**src/rtl/core/postfix_expression_evaluator_top_defines.svh**
```systemverilog
// ============================================================================
// Assertion macros for the postfix evaluator.
// Shared property wrappers used by the RTL files that carry assertions.
// ============================================================================
`ifndef POSTFIX_EXPRESSION_EVALUATOR_TOP_DEFINES_SVH
`define POSTFIX_EXPRESSION_EVALUATOR_TOP_DEFINES_SVH

// Implication checked on every edge outside reset.
`define PEE_ASSERT_IMPL(label, clk, rstn, ante, cons) \
    label: assert property (@(posedge clk) disable iff (!rstn) (ante) |-> (cons)) \
        else $error("postfix evaluator check failed");

// Implication whose consequent is checked in the cycle after the antecedent.
`define PEE_ASSERT_NEXT(label, clk, rstn, ante, cons) \
    label: assert property (@(posedge clk) disable iff (!rstn) (ante) |=> (cons)) \
        else $error("postfix evaluator check failed");

`endif

```
**src/rtl/core/pee_pkg.sv**
```systemverilog
// ============================================================================
// pee_pkg
// Types and constants shared by the postfix evaluator modules.
// ============================================================================
package pee_pkg;

    localparam int STACK_DEPTH = 64;
    localparam int FRAC_BITS   = 16;
    localparam int PTR_W       = $clog2(STACK_DEPTH + 1);
    localparam int ADDR_W      = $clog2(STACK_DEPTH);
    localparam int CNT_W       = 8;
    localparam int DIV_W       = 32 + FRAC_BITS;

    localparam int FLG_BAD   = 0;
    localparam int FLG_UNDER = 1;
    localparam int FLG_FULL  = 2;
    localparam int FLG_DIV0  = 3;
    localparam int FLG_SAT   = 4;

    localparam logic [7:0] SYM_SPACE = 8'h20;
    localparam logic [7:0] SYM_ADD   = 8'h2B;
    localparam logic [7:0] SYM_SUB   = 8'h2D;
    localparam logic [7:0] SYM_MUL   = 8'h2A;
    localparam logic [7:0] SYM_DIV   = 8'h2F;
    localparam logic [7:0] SYM_POW   = 8'h5E;
    localparam logic [7:0] SYM_ZERO  = 8'h30;
    localparam logic [7:0] SYM_NINE  = 8'h39;

    localparam logic signed [31:0] VAL_MAX = 32'sh7FFF_FFFF;
    localparam logic signed [31:0] VAL_MIN = 32'sh8000_0000;

    typedef enum logic [2:0] {
        OP_ADD,
        OP_SUB,
        OP_MUL,
        OP_DIV,
        OP_POW
    } op_t;

    typedef enum logic [3:0] {
        ST_IDLE,
        ST_READ_B,
        ST_READ_A,
        ST_EXEC,
        ST_MUL,
        ST_DIV,
        ST_DIV_END,
        ST_WRITE,
        ST_EMIT
    } state_t;

    typedef struct packed {
        logic start;
        logic is_div;
        logic signed [31:0] a;
        logic signed [31:0] b;
        logic signed [31:0] m;
    } alu_req_t;

    typedef struct packed {
        logic done;
        logic sat;
        logic signed [31:0] r;
    } alu_rsp_t;

    function automatic logic signed [31:0] clip32(input logic signed [64:0] v,
                                                 output logic sat);
        begin
            sat = 1'b0;
            if (v > 65'sd2147483647) begin
                sat = 1'b1;
                clip32 = VAL_MAX;
            end else if (v < -65'sd2147483648) begin
                sat = 1'b1;
                clip32 = VAL_MIN;
            end else begin
                clip32 = v[31:0];
            end
        end
    endfunction

endpackage

```
**src/rtl/core/pee_stack.sv**
```systemverilog
// ============================================================================
// pee_stack
// Operand stack storage: one write port and one read port with a
// registered read.
// ============================================================================
module pee_stack (
    input  logic                       aclk,
    input  logic                       we,
    input  logic [pee_pkg::ADDR_W-1:0] waddr,
    input  logic [31:0]                wdata,
    input  logic [pee_pkg::ADDR_W-1:0] raddr,
    output logic [31:0]                rdata
);
    import pee_pkg::*;

    logic [31:0] mem [STACK_DEPTH];

    always_ff @(posedge aclk) begin
        if (we) begin
            mem[waddr] <= wdata;
        end
        rdata <= mem[raddr];
    end

endmodule

```
**config.mk**
```make
export PLATFORM = sky130hd
export DESIGN_NAME = pee_stack
export DESIGN_NICKNAME = d
export VERILOG_FILES = /design/src/rtl/core/postfix_expression_evaluator_top_defines.svh /design/src/rtl/core/pee_pkg.sv /design/src/rtl/core/pee_stack.sv
export SDC_FILE = /design/constraint.sdc
export NUM_CORES = 2
export LEC_CHECK = 0
export CORE_MARGIN = 8
export CORE_UTILIZATION = 55
export CTS_CLUSTER_DIAMETER = 200
export DETAILED_ROUTE_END_ITERATION = 16
export DONT_BUFFER_PORTS = 1
export PLACE_DENSITY = 0.7
export SYNTH_ARGS = -nofsm -noshare
export SYNTH_HDL_FRONTEND = slang
export SYNTH_SLANG_ARGS = --single-unit
```
**constraint.sdc**
```tcl
create_clock -name aclk -period 4.7 [get_ports aclk]
set_input_delay 1.175 -clock aclk [delete_from_list [all_inputs] [get_ports aclk]]
set_output_delay 1.175 -clock aclk [all_outputs]
set_load 0.005 [all_outputs]
```
# == After elaboration in Yosys (flattened, before gate mapping) ==
# Memory sizes are Yosys's and may differ from the RTL's. A register that Yosys moved wholly into a read port is not among the register bits.
# Cells that the tools add are included.
# classes
muxes,2
# ops
operator,count
two-way mux 1 bit,2
# word_totals
n_memories,1
input_bits,46
mem_bits_rw,2048
reg_bits,0
output_inout_bits,32
# memory_table
memory,depth,word_bits,rd,rd_clocked_by_memory_dff,write_ports,line_no,rtl
mem,64,32,1,1,1,pee_stack.sv:16,logic [31:0] mem [STACK_DEPTH];

# == Longest topological paths before layout ==
# logic_depth
depth_word,2
mapped_depth,10

# == Least setup slack after synthesis ==
# OpenSTA, ideal clock, no wires.
# synth_path
kind,input to register
start,in waddr[3] (netlist bit)
end,mem mem[48][0] (enable)
t_arrival_ns,3.874
stages,4
required_ns,4.239
setup_slack_ns,0.365
setup_time_ns,0.461
cell_sequence,clkbuf_1 -> nor2b_1 -> nand4b_1 -> nor3_1
# synth_rtl
item,line_no,rtl
from (decl),pee_stack.sv:9,"input logic [pee_pkg::ADDR_W-1:0] waddr,"
to (decl),pee_stack.sv:16,
# No word-level cell before the write port.

==> results.toml <==
[sta]
final_hold_viol_count = 0
maxSlewViolCount = 209
relSlewSlack_pct = -15.7
rsz0062_at_grt = "no"
setup_viol = 0
finalClockSkew_ns = 0.0320
tightestPinTransition_ns = 1.73
min_period_ns = 3.74
tns_ns = 0
fmax_mhz = 267
min_period_over_period_pct = 79.6

[die]
die_area_sq_um = 155000
die_width_um = 394
start_util_pct = 55.5
rows = 138
die_h_um = 394
io-pin-count = 78
core_area_sq_um = 142000

[route]
ant_nets = 0
drt-initial-drc-count = 4633
drtPass1Iterations = 6
routed_wl_um = 185000
num_vias = 36246
viasPerCell = 6.60
drc_errors = 0
wl_per_cell_um = 33.7

[grt]
grt_pass1_wl_um = 265000
grt_pass1_vias = 36868
overflow = 0
grt_max_degree = 514
antenna_found_initial = 8
grt_use_total_pct = 23.6

[placement]
dp_hpwl_um = 97900
numPortBuffers = 0
place_congestion = 0.800

[critical_path]
worstSetupEndpointType = "register"
worstPathArrival_ns = 4.37
crit_type = "primary input to register"
crit_family = "multiplexers"
path_max_fanout = 513
path_depth = 4
worstPathCellList = "mux4_2, mux4_2, o22ai_1, nor2_1"
cpPeakStageDelay_ns = 1.01
critical_path.startpoint = "raddr[0]"
rr_endpoint = "rdata[5]$_DFF_P_"
cpMostUsedCell = "mux4_2"
critical_path.slowest_cell = "mux4_2"
cp_num_buf_inv = 0
crit_required_ns = 5.33
rr_startpoint = "mem[58][5]$_DFFE_PP_"
r2r_cells = 4
cp-start-kind = "primary input"
reg2reg_slack_ns = 2.21
worstSetupEndpoint = "rdata[5]$_DFF_P_"

[power]
vdd.ir_drop.worst_v = 0.000301
leakage_nw = 26.9
power_w = 0.0372
powerDensity_nw_per_um2 = 425

[synthesis]
ys_seq_elements = 2080
ys_top_cells_by_count = "edfxtp_1, mux4_2, nor2_1"
synth_nets = 3370
syn_area_sq_um = 78500
yosys.area.top_type = "edfxtp_1"
ys_seq_area_share_pct = 79.1
syn_avg_cell_area_sq_um = 23.6
netlist_instances = 3324
ys_types = 34
synth_edf_count = 2048
synth_ff_type = "edfxtp_1"
yosys_warnings = 0
synth_top_cells_by_area = "edfxtp_1, mux4_2, mux2i_1"
synth_most_common_cell = "edfxtp_1"
yosys.area.top_type_share_pct = 78.3
asyncSetResetFlopFracSynth_pct = 0

[clock_tree]
postCtsHoldBufs = 0
cts_setup_buffers = 0
cts_buffers = 197
cts.path.max_buffers = 3
clkTransAtPathRegs_ns = 0.06
post_cts_resized = 0
clk_latency_ns = 0.81
htree_levels = 4
cts.sinks = 2080
cts_tree = "yes"
cts_root_buf = "clkbuf_16"

[cells_and_area]
syn2layout_area_growth_pct = 11.4
fillCellCount = 9341
num_antenna_cells = 0
layout.nets = 3481
fin_util_pct = 61.8
drive_gt1_share_pct = 27.2

[run_status]
violations = "max-slew violations"
outcome = "finished, violations left"

[min_path]
min_path_type = "primary input to register"

[run]
drv_cap = 0
[routing by layer]
metal  global-route usage [%]  vias to the layer above  share of wire, %  wire [um]
met2                     37.1                     2142                48      88600
li1                         -                    14487                 -          -
met1                     32.9                    19323                38      69900
met5                        0                        -                 0          0
met4                     7.19                        0               3.0       5520
met3                     6.41                      294                11      21000
[area by class of cell]
cell class	count	area [sq um]	share of cell area [%]
Sequential cell	2080	62100	71.0
Multi-Input combinational cell	1062	16000	18.3
Clock buffer	256	5360	6.12
Tap cell	1890	2360	2.70
Clock inverter	107	916	1.05
Timing Repair Buffer	94	731	0.835
[stage by stage]
| step | instances | area [sq um] | setup WS, ns | hold WS (ns) |
|---|---|---|---|---|
| after floorplan | 3324 | 78500 | 0.365 | 0.663 |
| after global placement | 5126 | 81200 | 1.06 | 0.754 |
| after detailed placement | 5126 | 81200 | 0.936 | 0.749 |
| after CTS | 5489 | 87500 | 1.74 | 0.413 |
| after global routing | 5489 | 87500 | 1.27 | 0.424 |
| final | 5489 | 87500 | 0.961 | 0.463 |
[worst min path at each step]
stage / slack, ns / cells after the start / from / endpoint
after floorplan: 0.66 / 4 / mem[12][17]$_DFFE_PP_ / rdata[17]$_DFF_P_
after global placement: 0.75 / 4 / mem[28][8]$_DFFE_PP_ / rdata[8]$_DFF_P_
after detailed placement: 0.75 / 4 / mem[28][8]$_DFFE_PP_ / rdata[8]$_DFF_P_
after CTS: 0.41 / 0 / wdata[2] / mem[37][2]$_DFFE_PP_
after global routing: 0.42 / 0 / wdata[2] / mem[37][2]$_DFFE_PP_
final: 0.46 / 0 / wdata[2] / mem[37][2]$_DFFE_PP_
[registers in the layout, summed over array words and instances, names as in the netlist]
signal,count
mem,2048
rdata,32
[report_power, final]
group          switching [W]  internal, W
Sequential         0.0000931       0.0205
Combinational       0.000485     0.000622
Clock                0.00665      0.00879
[logic make-up after synthesis]
family	Yosys count	synth area share [%]
AO/OA/AOI/OAI	202	1.67
buffers and inverters	182	1.13
AND/OR/NAND/NOR	223	1.27
multiplexers	637	16.8
flip-flops	2080	79.1
[placed cells by master (no fill, tap or decap), types with 15 or more instances in the layout]
cell / n
edfxtp_1: 2048
mux4_2: 544
clkbuf_16: 202
mux2i_1: 93
buf_4: 92
o22ai_1: 84
nor2_1: 75
a21oi_1: 62
nor2_4: 62
clkinv_1: 46
clkbuf_1: 44
dfxtp_1: 32
clkinv_2: 30
o221ai_1: 27
nand2_1: 26
nor2b_1: 15
(Power assumes the default switching activity.)
