<file path="src/rtl/core/postfix_expression_evaluator_top_defines.svh">
// ============================================================================
// Assertion macros for the postfix evaluator.
// Shared property wrappers used by the RTL files that carry assertions.
// ============================================================================
`ifndef POSTFIX_EXPRESSION_EVALUATOR_TOP_DEFINES_SVH
`define POSTFIX_EXPRESSION_EVALUATOR_TOP_DEFINES_SVH

// Implication checked on every edge outside reset.
`define PEE_ASSERT_IMPL(label, clk, rstn, ante, cons) \
    label: assert property (@(posedge clk) disable iff (!rstn) (ante) |-> (cons)) \
        else $error("postfix evaluator check failed");

// Implication whose consequent is checked in the cycle after the antecedent.
`define PEE_ASSERT_NEXT(label, clk, rstn, ante, cons) \
    label: assert property (@(posedge clk) disable iff (!rstn) (ante) |=> (cons)) \
        else $error("postfix evaluator check failed");

`endif

</file>
<file path="src/rtl/core/pee_pkg.sv">
// ============================================================================
// pee_pkg
// Types and constants shared by the postfix evaluator modules.
// ============================================================================
package pee_pkg;

    localparam int STACK_DEPTH = 64;
    localparam int FRAC_BITS   = 16;
    localparam int PTR_W       = $clog2(STACK_DEPTH + 1);
    localparam int ADDR_W      = $clog2(STACK_DEPTH);
    localparam int CNT_W       = 8;
    localparam int DIV_W       = 32 + FRAC_BITS;

    localparam int FLG_BAD   = 0;
    localparam int FLG_UNDER = 1;
    localparam int FLG_FULL  = 2;
    localparam int FLG_DIV0  = 3;
    localparam int FLG_SAT   = 4;

    localparam logic [7:0] SYM_SPACE = 8'h20;
    localparam logic [7:0] SYM_ADD   = 8'h2B;
    localparam logic [7:0] SYM_SUB   = 8'h2D;
    localparam logic [7:0] SYM_MUL   = 8'h2A;
    localparam logic [7:0] SYM_DIV   = 8'h2F;
    localparam logic [7:0] SYM_POW   = 8'h5E;
    localparam logic [7:0] SYM_ZERO  = 8'h30;
    localparam logic [7:0] SYM_NINE  = 8'h39;

    localparam logic signed [31:0] VAL_MAX = 32'sh7FFF_FFFF;
    localparam logic signed [31:0] VAL_MIN = 32'sh8000_0000;

    typedef enum logic [2:0] {
        OP_ADD,
        OP_SUB,
        OP_MUL,
        OP_DIV,
        OP_POW
    } op_t;

    typedef enum logic [3:0] {
        ST_IDLE,
        ST_READ_B,
        ST_READ_A,
        ST_EXEC,
        ST_MUL,
        ST_DIV,
        ST_DIV_END,
        ST_WRITE,
        ST_EMIT
    } state_t;

    typedef struct packed {
        logic start;
        logic is_div;
        logic signed [31:0] a;
        logic signed [31:0] b;
        logic signed [31:0] m;
    } alu_req_t;

    typedef struct packed {
        logic done;
        logic sat;
        logic signed [31:0] r;
    } alu_rsp_t;

    function automatic logic signed [31:0] clip32(input logic signed [64:0] v,
                                                 output logic sat);
        begin
            sat = 1'b0;
            if (v > 65'sd2147483647) begin
                sat = 1'b1;
                clip32 = VAL_MAX;
            end else if (v < -65'sd2147483648) begin
                sat = 1'b1;
                clip32 = VAL_MIN;
            end else begin
                clip32 = v[31:0];
            end
        end
    endfunction

endpackage

</file>
<file path="src/rtl/core/pee_alu.sv">
// ============================================================================
// pee_alu
// Multicycle fixed-point unit: one registered multiply, or a restoring
// divider that resolves one quotient bit per cycle.
// ============================================================================
module pee_alu (
    input  logic              aclk,
    input  logic              aresetn,
    input  pee_pkg::alu_req_t req,
    output pee_pkg::alu_rsp_t rsp
);
    import pee_pkg::*;

    logic              busy_reg, busy_next;
    logic              div_reg, div_next;
    logic [5:0]        cnt_reg, cnt_next;
    logic              neg_reg, neg_next;
    logic [63:0]       prod_reg, prod_next;
    logic [DIV_W-1:0]  num_reg, num_next;
    logic [31:0]       rem_reg, rem_next;
    logic [31:0]       den_reg, den_next;
    logic [DIV_W-1:0]  quo_reg, quo_next;
    logic [32:0]       trial;
    logic [31:0]       mag_a, mag_b, mag_m;
    logic [64:0]       sval;
    logic              sat_w;

    assign mag_a = req.a[31] ? 32'(-req.a) : 32'(req.a);
    assign mag_b = req.b[31] ? 32'(-req.b) : 32'(req.b);
    assign mag_m = req.m[31] ? 32'(-req.m) : 32'(req.m);
    assign trial = {rem_reg, num_reg[DIV_W-1]};

    always_comb begin
        busy_next = busy_reg;
        div_next  = div_reg;
        cnt_next  = cnt_reg;
        neg_next  = neg_reg;
        prod_next = prod_reg;
        num_next  = num_reg;
        rem_next  = rem_reg;
        den_next  = den_reg;
        quo_next  = quo_reg;
        rsp       = '0;
        sval      = '0;
        sat_w     = 1'b0;
        if (busy_reg) begin
            if (div_reg && cnt_reg != '0) begin
                if (trial >= {1'b0, den_reg}) begin
                    rem_next = 32'(trial - {1'b0, den_reg});
                    quo_next = {quo_reg[DIV_W-2:0], 1'b1};
                end else begin
                    rem_next = trial[31:0];
                    quo_next = {quo_reg[DIV_W-2:0], 1'b0};
                end
                num_next = {num_reg[DIV_W-2:0], 1'b0};
                cnt_next = cnt_reg - 6'd1;
            end else begin
                busy_next = 1'b0;
                rsp.done  = 1'b1;
                if (div_reg) begin
                    sval = neg_reg ? -65'($unsigned(quo_reg)) : 65'($unsigned(quo_reg));
                end else begin
                    sval = neg_reg ? -65'(prod_reg >> FRAC_BITS)
                                   : 65'(prod_reg >> FRAC_BITS);
                end
                rsp.r   = clip32(sval, sat_w);
                rsp.sat = sat_w;
            end
        end
        if (req.start) begin
            busy_next = 1'b1;
            div_next  = req.is_div;
            if (req.is_div) begin
                neg_next = req.a[31] ^ req.b[31];
                num_next = {mag_a, {FRAC_BITS{1'b0}}};
                den_next = mag_b;
                rem_next = '0;
                quo_next = '0;
                cnt_next = 6'(DIV_W);
            end else begin
                neg_next  = req.m[31] ^ req.b[31];
                prod_next = 64'(mag_m) * 64'(mag_b);
                cnt_next  = '0;
            end
        end
    end

    always_ff @(posedge aclk) begin
        if (!aresetn) begin
            busy_reg <= 1'b0;
        end else begin
            busy_reg <= busy_next;
        end
        div_reg  <= div_next;
        cnt_reg  <= cnt_next;
        neg_reg  <= neg_next;
        prod_reg <= prod_next;
        num_reg  <= num_next;
        rem_reg  <= rem_next;
        den_reg  <= den_next;
        quo_reg  <= quo_next;
    end

endmodule

</file>
<file path="config.mk">
export PLATFORM = sky130hd
export DESIGN_NAME = pee_alu
export DESIGN_NICKNAME = d
export VERILOG_FILES = /design/src/rtl/core/postfix_expression_evaluator_top_defines.svh /design/src/rtl/core/pee_pkg.sv /design/src/rtl/core/pee_alu.sv
export SDC_FILE = /design/constraint.sdc
export NUM_CORES = 2
export LEC_CHECK = 0
export ABC_AREA = 1
export BUFFER_PORTS_ARGS = -buffer_cell sky130_fd_sc_hd__buf_2
export CAP_MARGIN = 0
export CORE_UTILIZATION = 25
export CTS_CLUSTER_SIZE = 28
export DETAILED_ROUTE_END_ITERATION = 10
export SYNTH_ARGS = -nofsm -noshare
export SYNTH_HDL_FRONTEND = slang
export SYNTH_SLANG_ARGS = --single-unit
</file>
<file path="constraint.sdc">
create_clock -name aclk -period 17.9 [get_ports aclk]
set_clock_uncertainty 0.2 [all_clocks]
set_input_delay 1.79 -clock aclk [delete_from_list [all_inputs] [get_ports aclk]]
set_output_delay 1.79 -clock aclk [all_outputs]
set_load 0.05 [all_outputs]
</file>
=== Word level (Yosys, flattened, before mapping) ===
Cells that the tools add are included.

* Register bits after elaboration: 233
* Input bits: 100
* Output and inout port bits: 34

* $add $sub $neg: 7
* $mul: 1
* Order comparisons: 3
* Mux-type cells: 36
* Bitwise logic cells: 3
* Reduce and logical (&&, ||, !) cells: 7

{| class="wikitable"
|+ Operators with widths
! operator !! count
|-
| 2-to-1 mux 48 bit || 8
|-
| 2-to-1 mux 65 bit || 5
|-
| 2-to-1 mux 32 bit || 10
|-
| negator 48 -> 65 bit || 2
|-
| negator 32 bit || 3
|-
| 2-to-1 mux 34 bit || 2
|-
| greater-than comparator 65 x 32 -> 1 bit, second input constant || 1
|-
| < comparator 65 x 32 -> 1 bit, second input constant || 1
|-
| multiplier 32 x 32 -> 64 bit || 1
|-
| greater-or-equal comparator 33 x 32 -> 1 bit || 1
|-
| subtractor 32 bit || 1
|-
| 2-to-1 mux 6 bit || 4
|-
| 2-to-1 mux 1 bit || 7
|-
| AND reduction 2 bit || 3
|-
| nonzero test 6 bit || 1
|-
| subtractor 6 x 1 -> 6 bit, second input constant || 1
|-
| nonzero test 2 bit || 2
|-
| XOR 1 bit || 2
|-
| logical AND 1 bit || 1
|-
| inverter 1 bit || 1
|}

=== Depth between registers and ports, before layout ===
* Word-level depth: 10
* Gate-level depth with buffers: 45
* Depth with buffers taken out: 43

=== Worst setup path before layout ===
No wires, ideal clock.

* Kind: input-to-reg
* Start point: in req[32] (netlist bit)
* End point: reg prod_reg[61] (data pin)
* Library setup time: 0.252 ns
* Arrival time: 10.128 ns
* Required time: 17.448 ns
* Setup slack: 7.320 ns
* Stages: 36
* Path through: inv_2 > clkbuf_1 > ha_1 > nand3_1 > nor3_1 > nand2_1 > nor4_1 > nand4_1 > nand2_1 > o21ai_0 > xor2_1 > clkinv_1 > buf_2 > nand2_1 > fa_1 > inv_1 > fa_1 > fa_1 > fa_1 > fa_1 > fa_1 > fa_1 > inv_1 > fa_1 > inv_1 > ha_1 > a21oi_1 > inv_1 > a31oi_1 > o21ai_0 > a21boi_0 > nor2_1 > a2111oi_0 > nand2_1 > nand2_1 > nand2_1

* Longest elaborated chain between the ends: 3

{| class="wikitable"
|+ Ends and longest elaborated chain
! element !! RTL line !! text
|-
| from (decl) || pee_alu.sv:9 || <nowiki>input pee_pkg::alu_req_t req,</nowiki>
|-
| negator 32 bit || pee_alu.sv:29 || <nowiki>assign mag_b = req.b[31] ? 32'(-req.b) : 32'(req.b);</nowiki>
|-
| 2-to-1 mux 32 bit (*) || pee_alu.sv:29 ||
|-
| multiplier 32 x 32 -> 64 bit (*) || pee_alu.sv:82 || <nowiki>prod_next = 64'(mag_m) * 64'(mag_b);</nowiki>
|-
| to (signal assigned) || pee_alu.sv:97 || <nowiki>prod_reg <= prod_next;</nowiki>
|-
| to (decl) || pee_alu.sv:18 || <nowiki>logic [63:0] prod_reg, prod_next;</nowiki>
|}

Mark *: on every way between the ends. The rest lies on a longest branch, timed or not.
A chain may end at the register's enable or synchronous reset.

=== Worst setup path in the final report ===
Same ends and word-level chain as after synthesis.

==> flow_summary.json <==
{
  "cts_tree": "built",
  "syn_area_per_cell_um2": 7.29,
  "grt_max_degree": 98,
  "critPathMaxStageDelay_ps": 820,
  "async_flop_share_pct": 0,
  "syn_to_final_growth_pct": 9.34,
  "clockBufferDepth": 3,
  "first_pass_iters": 6,
  "rsz0062_at_grt": "false",
  "path_max_fanout": 23,
  "r2r_end": "rem_reg[25]",
  "hold_buffers": 0,
  "synthesis.nets": 8110,
  "yosysSeqAreaShare_pct": 10.5,
  "hold_start": "num_reg[0]",
  "timing.final.crit_period_ps": 12920,
  "hpwl_um": 149000,
  "cp.required_ps": 18040,
  "drc": 0,
  "cp-start-kind": "primary input",
  "core_area_um2": 197000,
  "holdCritPathClass": "reg2reg",
  "slew_viol_final": 0,
  "place_congestion": 0.978,
  "port_buffers": 133,
  "fill_cells": 21822,
  "routedWlPerCell_um": 19.9,
  "regToRegStartpoint": "den_reg[2]",
  "grt_pass1_vias": 46250,
  "path_clk_slew_ps": 60,
  "cts_buffers": 27,
  "cts_setup_buffers": 0,
  "antenna_left": 0,
  "ys_ff_latch": 217,
  "cts_max_level": 1,
  "multi_input_area_um2": 37800,
  "hold_viol_final": 0,
  "yosys-top-cells-area": "fa_1 (36%), inv_1 (11%), nand2_1 (11%)",
  "finalSetupViolCount": 0,
  "numClockSinks": 217,
  "via_per_inst": 4.75,
  "syn_area_um2": 49700,
  "max_freq_mhz": 77.4,
  "crit_type": "in2reg",
  "min_path_cells": 2,
  "synthFlopType": "dfxtp_1",
  "insertion_delay_ps": 620,
  "crit_arrival_ps": 13060,
  "synth_cell_types": 51,
  "netlist_instances": 6816,
  "row_count": 163,
  "crit_slowest_cell": "clkinv_1",
  "r2r_cells": 18,
  "cts_root_buffer": "clkbuf_16",
  "grt_pass1_wl_um": 286000,
  "worst_pin_slew_ps": 1240,
  "finalCritPeriodShare_pct": 72.2,
  "regToRegSetupSlack_ps": 14220,
  "maxSlewHeadroom_pct": 17.5,
  "post-synth-top-area-cell": "fa_1",
  "start_util_pct": 25.2,
  "final_nets": 8100,
  "synth_edf_count": 88,
  "track_usage_pct": 18.8,
  "initialDrtViolationCount": 3984,
  "cp_common_cell": "fa_1",
  "antenna_found_initial": 7,
  "setup_ws_ps": 4980,
  "overflow": 0,
  "fp.dieH_um": 448,
  "dpl_worst_slack_ps": 4480,
  "floorplan.io_pins": 134,
  "dieArea_um2": 200000,
  "cts_resized": 0,
  "die_w_um": 448,
  "status": "complete, no violations",
  "drive_gt1_share_pct": 5.14,
  "cap_violations": 0,
  "synth_top_area_share_pct": 36.1,
  "num_vias": 44983,
  "holdPathEnd": "num_reg[0]",
  "wl_um": 189000,
  "yosysWarnings": 0,
  "seq_area_um2": 5230,
  "end_kind": "register",
  "tns_ps": 0
}
==> stage by stage <==
| step | utilization [%] | cells | area, µm² | hold slack (ps) |
|---|---|---|---|---|
| finish | 27.5 | 9468 | 54300 | 259 |
| detailed placement | 27.0 | 9417 | 53300 | 253 |
| floorplan | - | 6816 | 49700 | 230 |
| global route | 27.5 | 9467 | 54300 | 290 |
| CTS | 27.5 | 9467 | 54300 | 263 |
| global placement | 27.0 | 9417 | 53300 | 244 |
==> layout by cell type, fill, tap and decap left out, types with 9 or more instances in the layout <==
cell / synthesis / routed
a21oi_1: 249 / 249
a31oi_1: 35 / 35
buf_2: 37 / 133
buf_4: 4 / 84
clkbuf_16: 0 / 27
clkinv_1: 15 / 17
dfxtp_1: 129 / 129
edfxtp_1: 88 / 88
fa_1: 896 / 896
ha_1: 298 / 298
inv_1: 1508 / 1504
nand2_1: 1458 / 1455
nand2_2: 9 / 11
nand3_1: 279 / 279
nand3b_1: 15 / 15
nand4_1: 27 / 27
nor2_1: 951 / 949
nor2_2: 13 / 13
nor3_1: 58 / 58
nor4_1: 13 / 13
o21a_1: 16 / 16
o21ai_0: 279 / 277
o21ai_1: 7 / 9
o21bai_1: 14 / 14
o22ai_1: 12 / 12
or2_2: 26 / 26
xnor2_1: 24 / 23
xor2_1: 74 / 64
xor2_2: 0 / 9
==> metal layers <==
metal	part of all wire, %	up-vias	global-route usage [%]
met5	0.024	-	0
met2	43	2142	29.8
met4	4.5	6	7.21
li1	-	20324	-
met1	42	22119	24.9
met3	10	392	4.29
==> cells in the mapped netlist (all sizes together), types with 12 or more instances <==
cell type / instances
inv: 1512
nand2: 1467
nor2: 966
fa: 896
ha: 298
o21ai: 286
nand3: 285
a21oi: 250
clkbuf: 186
dfxtp: 129
edfxtp: 88
xor2: 74
buf: 70
nor3: 60
a31oi: 35
nand4: 27
or2: 27
xnor2: 24
clkinv: 16
o21a: 16
nand3b: 15
o21bai: 14
nor4: 13
o22ai: 12
==> final cells by class <==
class                      instances  area share, %
antenna                            1        0.00461
clock buffer                      27           1.24
clock inverter                    23          0.571
inverter                        1528           10.6
multi-input combinational       4815           69.5
sequential                       217           9.62
tap                             2640           6.08
timing repair buffer             217           2.39
==> critical path, delay by kind of cell <==
family          cells  cell delay [ps]
fa+ha+maj          10             4660
simple gates       12             2870
buf+inv             9             1910
compound gates      5             1560
xor+xnor            1              200
==> how the worst max path moves through the flow <==
stage	endpoint	slack (ps)	from	cells past startpoint
finish	prod_reg[61]	4980	req[32]	37
global placement	prod_reg[61]	4200	req[32]	37
detailed placement	prod_reg[61]	4480	req[32]	37
CTS	prod_reg[61]	5070	req[32]	37
global route	prod_reg[61]	4310	req[32]	37
floorplan	prod_reg[61]	7320	req[32]	36
==> cell families after synthesis <==
family	share of synthesized area [%]
flops	10.5
buf+inv	13.7
compound gates	7.15
simple gates	23.2
mux	0.0605
fa+ha+maj	43.6
xor+xnor	1.73
Power is left out: the tool's default activity adds up to more than one toggle a clock period on the data nets, which glitch-free logic cannot reach.
